File: src/rtl/read_mark_sorted_list_core_macros.svh
// Assertion helpers; each expects clk and arst_n in the enclosing scope.
`ifndef READ_MARK_SORTED_LIST_CORE_MACROS_SVH
`define READ_MARK_SORTED_LIST_CORE_MACROS_SVH

// Same-cycle implication, disabled during reset.
`define RMSL_ASSERT_NOW(label, ante, cons) \
	label: assert property (@(posedge clk) disable iff (!arst_n) (ante) |-> (cons)) \
		else $error("read mark list: assertion failed");

// Next-cycle implication, disabled during reset.
`define RMSL_ASSERT_NEXT(label, ante, cons) \
	label: assert property (@(posedge clk) disable iff (!arst_n) (ante) |=> (cons)) \
		else $error("read mark list: assertion failed");

`endif

File: src/rtl/rmsl_pkg.sv
package rmsl_pkg;

	localparam int TIME_W    = 32;
	localparam int OP_W      = 2;
	localparam int COUNT_W   = 7;
	localparam int CFG_IDX_W = 1;
	localparam int CFG_DATA_W = 32;

	typedef enum logic [OP_W-1:0] {
		OP_MARK  = 2'd0,
		OP_QUERY = 2'd1,
		OP_RESET = 2'd2,
		OP_NONE  = 2'd3
	} op_t;

	typedef enum logic [CFG_IDX_W-1:0] {
		REG_EXPIRY = 1'b0,
		REG_ENABLE = 1'b1
	} cfg_reg_t;

	// Per-cell control from the sequencer.
	typedef struct packed {
		logic valid;      // this cell holds a live entry
		logic prev_valid; // neighbor toward the head holds a live entry
		logic cmp;        // latch compare flags against the broadcast time
		logic mark;       // apply insert/shift
		logic load;       // load the broadcast time unconditionally
	} cell_ctl_t;

	// Compare flags handed to the next cell down the row.
	typedef struct packed {
		logic lt; // broadcast time below this entry
		logic gt; // broadcast time above this entry
	} cell_flags_t;

endpackage

File: src/rtl/rmsl_cell.sv
module rmsl_cell (
	input  logic                             clk,
	input  rmsl_pkg::cell_ctl_t              ctl,
	input  logic signed [rmsl_pkg::TIME_W-1:0] t_bcast,
	input  logic signed [rmsl_pkg::TIME_W-1:0] prev_entry,
	input  rmsl_pkg::cell_flags_t            prev_flags,
	output logic signed [rmsl_pkg::TIME_W-1:0] entry,
	output rmsl_pkg::cell_flags_t            flags,
	output logic                             ins,
	output logic                             qhit
);
	import rmsl_pkg::*;

	logic signed [TIME_W-1:0] entry_q;
	cell_flags_t              flags_q;
	logic                     shift;

	// Insert point: time above this entry (or slot empty) and below the neighbor.
	assign ins   = (!ctl.valid || flags_q.gt) && ctl.prev_valid && prev_flags.lt;
	assign qhit  = ctl.valid && flags_q.gt && ctl.prev_valid && prev_flags.lt;
	assign shift = ctl.prev_valid && prev_flags.gt;

	always_ff @(posedge clk) begin
		if (ctl.cmp) begin
			flags_q.gt <= t_bcast > entry_q;
			flags_q.lt <= t_bcast < entry_q;
		end
		if (ctl.load) begin
			entry_q <= t_bcast;
		end else if (ctl.mark) begin
			if (ins) begin
				entry_q <= t_bcast;
			end else if (shift) begin
				entry_q <= prev_entry;
			end
		end
	end

	assign entry = entry_q;
	assign flags = flags_q;

endmodule
File: config.mk
export PLATFORM = sky130hd
export DESIGN_NAME = rmsl_cell
export DESIGN_NICKNAME = d
export VERILOG_FILES = /design/src/rtl/read_mark_sorted_list_core_macros.svh /design/src/rtl/rmsl_pkg.sv /design/src/rtl/rmsl_cell.sv
export SDC_FILE = /design/constraint.sdc
export NUM_CORES = 1
export LEC_CHECK = 0
export BUFFER_PORTS_ARGS = -buffer_cell sky130_fd_sc_hd__buf_2
export CORE_MARGIN = 2
export CORE_UTILIZATION = 42
export CTS_BUF_LIST = sky130_fd_sc_hd__clkbuf_16
export DETAILED_ROUTE_END_ITERATION = 8
export GPL_TIMING_DRIVEN = 1
export PLACE_DENSITY = 0.77
export SLEW_MARGIN = 20
export SYNTH_ARGS = -nofsm -noshare
export SYNTH_HDL_FRONTEND = slang
export SYNTH_SLANG_ARGS = --single-unit
File: constraint.sdc
create_clock -name clk -period 2.3 [get_ports clk]
set_clock_uncertainty 0.1 [all_clocks]
set_input_delay 0.46 -clock clk [delete_from_list [all_inputs] [get_ports clk]]
set_output_delay 0.46 -clock clk [all_outputs]
set_load 0.005 [all_outputs]
### After elaboration in Yosys (flattened, before gate mapping)

Index checks and enable logic that the tools add are counted.

| storage, ports and cells | value |
|---|---|
| ROM bits | 0 |
| memories kept | 0 |
| output and inout bits | 36 |
| bits of input ports | 72 |
| logic and storage cells | 20 |
| RAM bits | 0 |
| latch bits | 0 |
| register bits | 34 |

| operators by class | value |
|---|---|
| equal/unequal tests | 0 |
| add/sub/neg operators | 0 |
| shifts and indexed selects | 0 |
| $lt $le $gt $ge | 2 |
| div/mod/pow operators | 0 |
| bitwise logic cells | 0 |
| multipliers | 0 |
| multiplexer cells | 4 |
| reductions and logical operators | 11 |

Operator list:

| kind | number |
|---|---|
| $mux 32 | 4 |
| $gt 32x32->1 | 1 |
| $lt 32x32->1 | 1 |
| $logic_and 1x1->1 | 6 |
| $reduce_bool 3->1 | 1 |
| $reduce_and 2->1 | 1 |
| $reduce_bool 2->1 | 1 |
| $logic_not 1->1 | 1 |
| $logic_or 1x1->1 | 1 |

### Longest topological paths before layout

| depth | value |
|---|---|
| depth in word-level cells | 7 |
| gate-level depth with buffers | 8 |
| depth with buffers taken out | 8 |

### Worst setup path after synthesis

Ideal clock, no wire load.

| path | value |
|---|---|
| path kind | in2reg |
| start | input t_bcast[25] in the netlist's numbering |
| end | register flags_q (netlist bit flags[0]), data pin |
| required time | 1946 ps |
| stages on the path | 7 |
| path buffers | 0 |
| setup slack | 5 ps |
| library setup time | 254 ps |
| arrival time | 1941 ps |
| cells stage by stage | ha_1 a21o_1 a221o_1 a221oi_1 o21ai_1 o21a_1 o21a_1 |

| on the way | value |
|---|---|
| cells in the longest elaborated chain, start to end | 1 |

Ends and longest elaborated chain:

| item | RTL line | source |
|---|---|---|
| start, declared | rmsl_cell.sv:4 | `input logic signed [rmsl_pkg::TIME_W-1:0] t_bcast,` |
| $gt 32x32->1 | rmsl_cell.sv:25 | `flags_q.gt <= t_bcast > entry_q;` |
| end, declared | rmsl_cell.sv:15 | `cell_flags_t flags_q;` |

Every way passes these cells.
A chain may end at the register's enable or synchronous reset.

### Worst setup path in the final report

| path | value |
|---|---|
| start | register entry_q[27], in the netlist entry[27] |
| end | register flags_q (netlist bit flags[0]), data pin |

| on the way | value |
|---|---|
| cells in the longest elaborated chain, start to end | 1 |

Ends and longest elaborated chain:

| item | RTL line | source |
|---|---|---|
| start, declared | rmsl_cell.sv:14 | `logic signed [TIME_W-1:0] entry_q;` |
| start signal, assigned | rmsl_cell.sv:29 | `entry_q <= t_bcast;` |
| start signal, assigned | rmsl_cell.sv:32 | `entry_q <= t_bcast;` |
| start signal, assigned | rmsl_cell.sv:34 | `entry_q <= prev_entry;` |
| $gt 32x32->1 | rmsl_cell.sv:25 |  |

Every way passes these cells.

==> load_flow_metrics.sql <==
INSERT INTO impl_metrics (metric_group, metric, value, unit) VALUES
('outcome', 'outcome', 'completed', ''),
('detailed_routing', 'top_layer', 'met4', ''),
('detailed_routing', 'drt_first_pass_iters', '4', ''),
('power_and_ir_drop', 'cellPowerDensity', '581.2', 'nW/µm²'),
('power_and_ir_drop', 'finalPower', '1.856', 'mW'),
('detailed_routing', 'drt-vias-per-instance', '4.865', ''),
('setup_path', 'cp-endpoint', 'flags[0]', ''),
('finish', 'num-nets-final', '419', ''),
('synthesis', 'muxShareOfSynthArea', '15.44', '%'),
('synthesis', 'synth-xor-area-share', '0', '%'),
('clock_tree', 'clock_latency', '0.27', 'ns'),
('detailed_routing', 'wl_met1', '2010', 'µm'),
('die', 'placementRows', '26', ''),
('clock_tree', 'tritoncts.num_buffers', '5', ''),
('timing', 'final-setup-viol-count', '0', ''),
('clock_tree', 'cts_num_sinks', '34', ''),
('synthesis', 'yosys.area_share.adder', '17.71', '%'),
('placed_design', 'hpwl_detailed', '3884', 'µm'),
('timing', 'unrepaired_setup_endpoints_after_global_routing', 'yes', ''),
('clock_tree', 'clk_root_buffer_cell', 'clkbuf_16', ''),
('timing', 'timing.final.hold_violations', '0', ''),
('grt', 'number_of_global_route_vias_before_repair', '1828', ''),
('detailed_routing', 'routedWlPerCell', '13.05', 'µm'),
('timing', 'achievable-frequency', '450.2', 'MHz'),
('finish', 'finish.cell_count_without_fillers', '384', ''),
('placed_design', 'post-place-cells', '378', ''),
('setup_path', 'criticalPathCategory', 'register to register', ''),
('synthesis', 'postSynthCellCount', '192', ''),
('setup_path', 'rr_endpoint', 'flags[0]', ''),
('clock_tree', 'cts.reportedPaths.clkPinSlew', '0.05', 'ns'),
('detailed_routing', 'ant_nets', '0', ''),
('grt', 'grt_first_pass_wirelength', '7941', 'µm'),
('timing', 'drv_slew', '0', ''),
('setup_path', 'cp_data_arrival_time', '2.14', 'ns'),
('finish', 'design_area', '3193', 'µm²'),
('die', 'design.die.area', '5986', 'µm²'),
('synthesis', 'synth-simple-area-share', '6.807', '%'),
('timing', 'worst_pin_slew', '0.9209', 'ns'),
('grt', 'grt_max_degree', '34', ''),
('die', 'initial_utilization', '43.99', '%'),
('finish', 'drive_above_1_share', '48.73', '%'),
('setup_path', 'worstSetupStartpoint', 'entry[27]', ''),
('grt', 'grt_antenna_before_repair', '0', ''),
('placed_design', 'io_buffers', '107', ''),
('setup_path', 'worst_r2r_path_depth', '8', ''),
('synthesis', 'synth.avg_cell_area', '11.78', 'µm²'),
('synthesis', 'syn-cell-area', '2261', 'µm²'),
('setup_path', 'reg2reg_from', 'entry[27]', ''),
('finish', 'layout-area-overhead-vs-synth', '41.23', '%'),
('power_and_ir_drop', 'vdd_ir_drop_max', '0.0004176', 'V'),
('hold_path', 'hold_class', 'primary input to register', ''),
('setup_path', 'worstPathRequired', '2.22', 'ns'),
('run', 'max_cap_violations', '0', ''),
('detailed_routing', 'vias', '1868', ''),
('placed_design', 'placed_cell_area', '2979', 'µm²'),
('placed_design', 'placer_congestion_estimate', '0.7810', ''),
('timing', 'max_slew_margin', '38.46', '%'),
('synthesis', 'synth_seq_area_share', '45.16', '%'),
('synthesis', 'synth_top_family_by_area', 'adder cells', ''),
('finish', 'insertedDiodeCount', '0', ''),
('clock_tree', 'tritoncts', 'done', ''),
('grt', 'grt_use_total', '16.41', '%'),
('detailed_routing', 'met3_wire_length', '370', 'µm'),
('detailed_routing', 'routed_wl', '5012', 'µm'),
('clock_tree', 'clock_tree.buffer_depth', '2', ''),
('detailed_routing', 'drc', '0', ''),
('finish', 'filler_cell_count', '450', ''),
('synthesis', 'complex_gate_fraction_of_the_synthesized_area', '8.578', '%'),
('detailed_routing', 'met2_length', '2606', 'µm'),
('clock_tree', 'cts_max_level', '2', ''),
('detailed_routing', 'drtIter0Drc', '36', '');
## synth_stat cells
cell       n  area [µm²]
nor3_1     1       5.000
o211a_1    1       10.01
mux2_1    15       168.9
mux2_2    16       180.2
nand4_1    5       31.28
a21o_1     6       45.04
and4_1     2       17.52
a21oi_1    9       45.04
a221o_1    1       10.01
edfxtp_1  34        1021
buf_2      3       15.01
or3_1      1       6.260
nand2b_1   1       6.260
nand3_1    2       10.01
and2_4     1       8.760
o21ai_0    5       25.02
nor2_1     4       15.01
nor4_1     1       6.260
inv_1     34       127.6
nand2_1    9       33.78
nor2b_1    1       6.260
nand3b_1   1       7.510
a31oi_2    1       12.51
o21ai_1    1       5.000
o21a_1     2       15.01
ha_1      32       400.4
a221oi_1   3       26.28
## per-layer routing
layer / track usage [%] / up-vias
li1: - / 950
met1: 19.85 / 842
met2: 29.39 / 72
met3: 4.535 / 4
met4: 3.036 / 0
met5: 0 / -
## layout make-up
type                            instances  area, µm²  area share, %
Sequential cell                        34       1021          31.97
Tap cell                               70      87.58          2.743
Inverter                               34      127.6          3.997
Clock buffer                            5      125.1          3.918
Clock inverter                          1      3.754         0.1176
Timing Repair Buffer                  119      638.1          19.98
Multi-Input combinational cell        121       1190          37.26
## per-stage QoR
stage               worst slack [ns]  TNS [ns]
global route                -0.02675  -0.02675
floorplan                   0.005126         0
detailed placement           -0.1914   -0.3423
global placement             -0.1682   -0.3014
finish                       0.07871         0
CTS                         0.008975         0
## cell usage in the layout, fill, tap and decap left out, types with 2 or more instances in the layout
cell type,count
a21o_1,6
a21oi_1,8
a221oi_2,2
buf_2,107
buf_4,11
clkbuf_16,5
edfxtp_1,34
ha_1,29
ha_4,3
inv_1,33
mux2_1,15
mux2_2,16
nand2_1,9
nand3_1,2
nand4_1,5
nor2_1,3
o21a_1,2
o21ai_0,4
o21ai_1,2
## worst max-delay path, stage by stage, from the launching register on
cell and delay, ns:
edfxtp_1 0.41, inv_2 0.09, ha_4 0.20, and2_4 0.15
a221o_1 0.33, a221oi_2 0.23, o21ai_1 0.11, o21a_1 0.20
o21a_1 0.16
## flip-flops by register name (all words and copies together) (netlist names)
name   count
flags      2
entry     32
## cell families after synthesis
logic type / count (synthesis)
multiplexers: 31
flip-flops: 34
AO/OA/AOI/OAI: 29
buffers and inverters: 37
adder cells (fa/ha/maj): 32
AND/OR/NAND/NOR: 29
## where the power goes
| group | internal (mW) | leakage, nW | switching (mW) |
|---|---|---|---|
| Sequential | 0.762 | 0.338 | 0.0274 |
| Combinational | 0.247 | 1.20 | 0.216 |
| Clock | 0.384 | 0.0632 | 0.219 |
## worst min-delay path by stage
stage	from	end	slack, ns	cells past startpoint
2_1_floorplan	ctl[2]	flags[0]	0.47	0
3_3_place_gp	ctl[2]	flags[0]	0.59	1
3_5_place_dp	ctl[2]	flags[0]	0.59	1
4_1_cts	ctl[2]	flags[0]	0.31	1
5_1_grt	ctl[2]	flags[1]	0.31	1
6_report	ctl[2]	flags[0]	0.32	1
## timing repair
item | in CTS | in global routing
gates resized for setup | 1 | 12
setup endpoints to repair | 1 | 2
gates cloned | 0 | 0
hold buffers | 0 | 0
pin swaps | 0 | 9
buffers inserted | 0 | 0
Power figures use the tool's default switching activity.
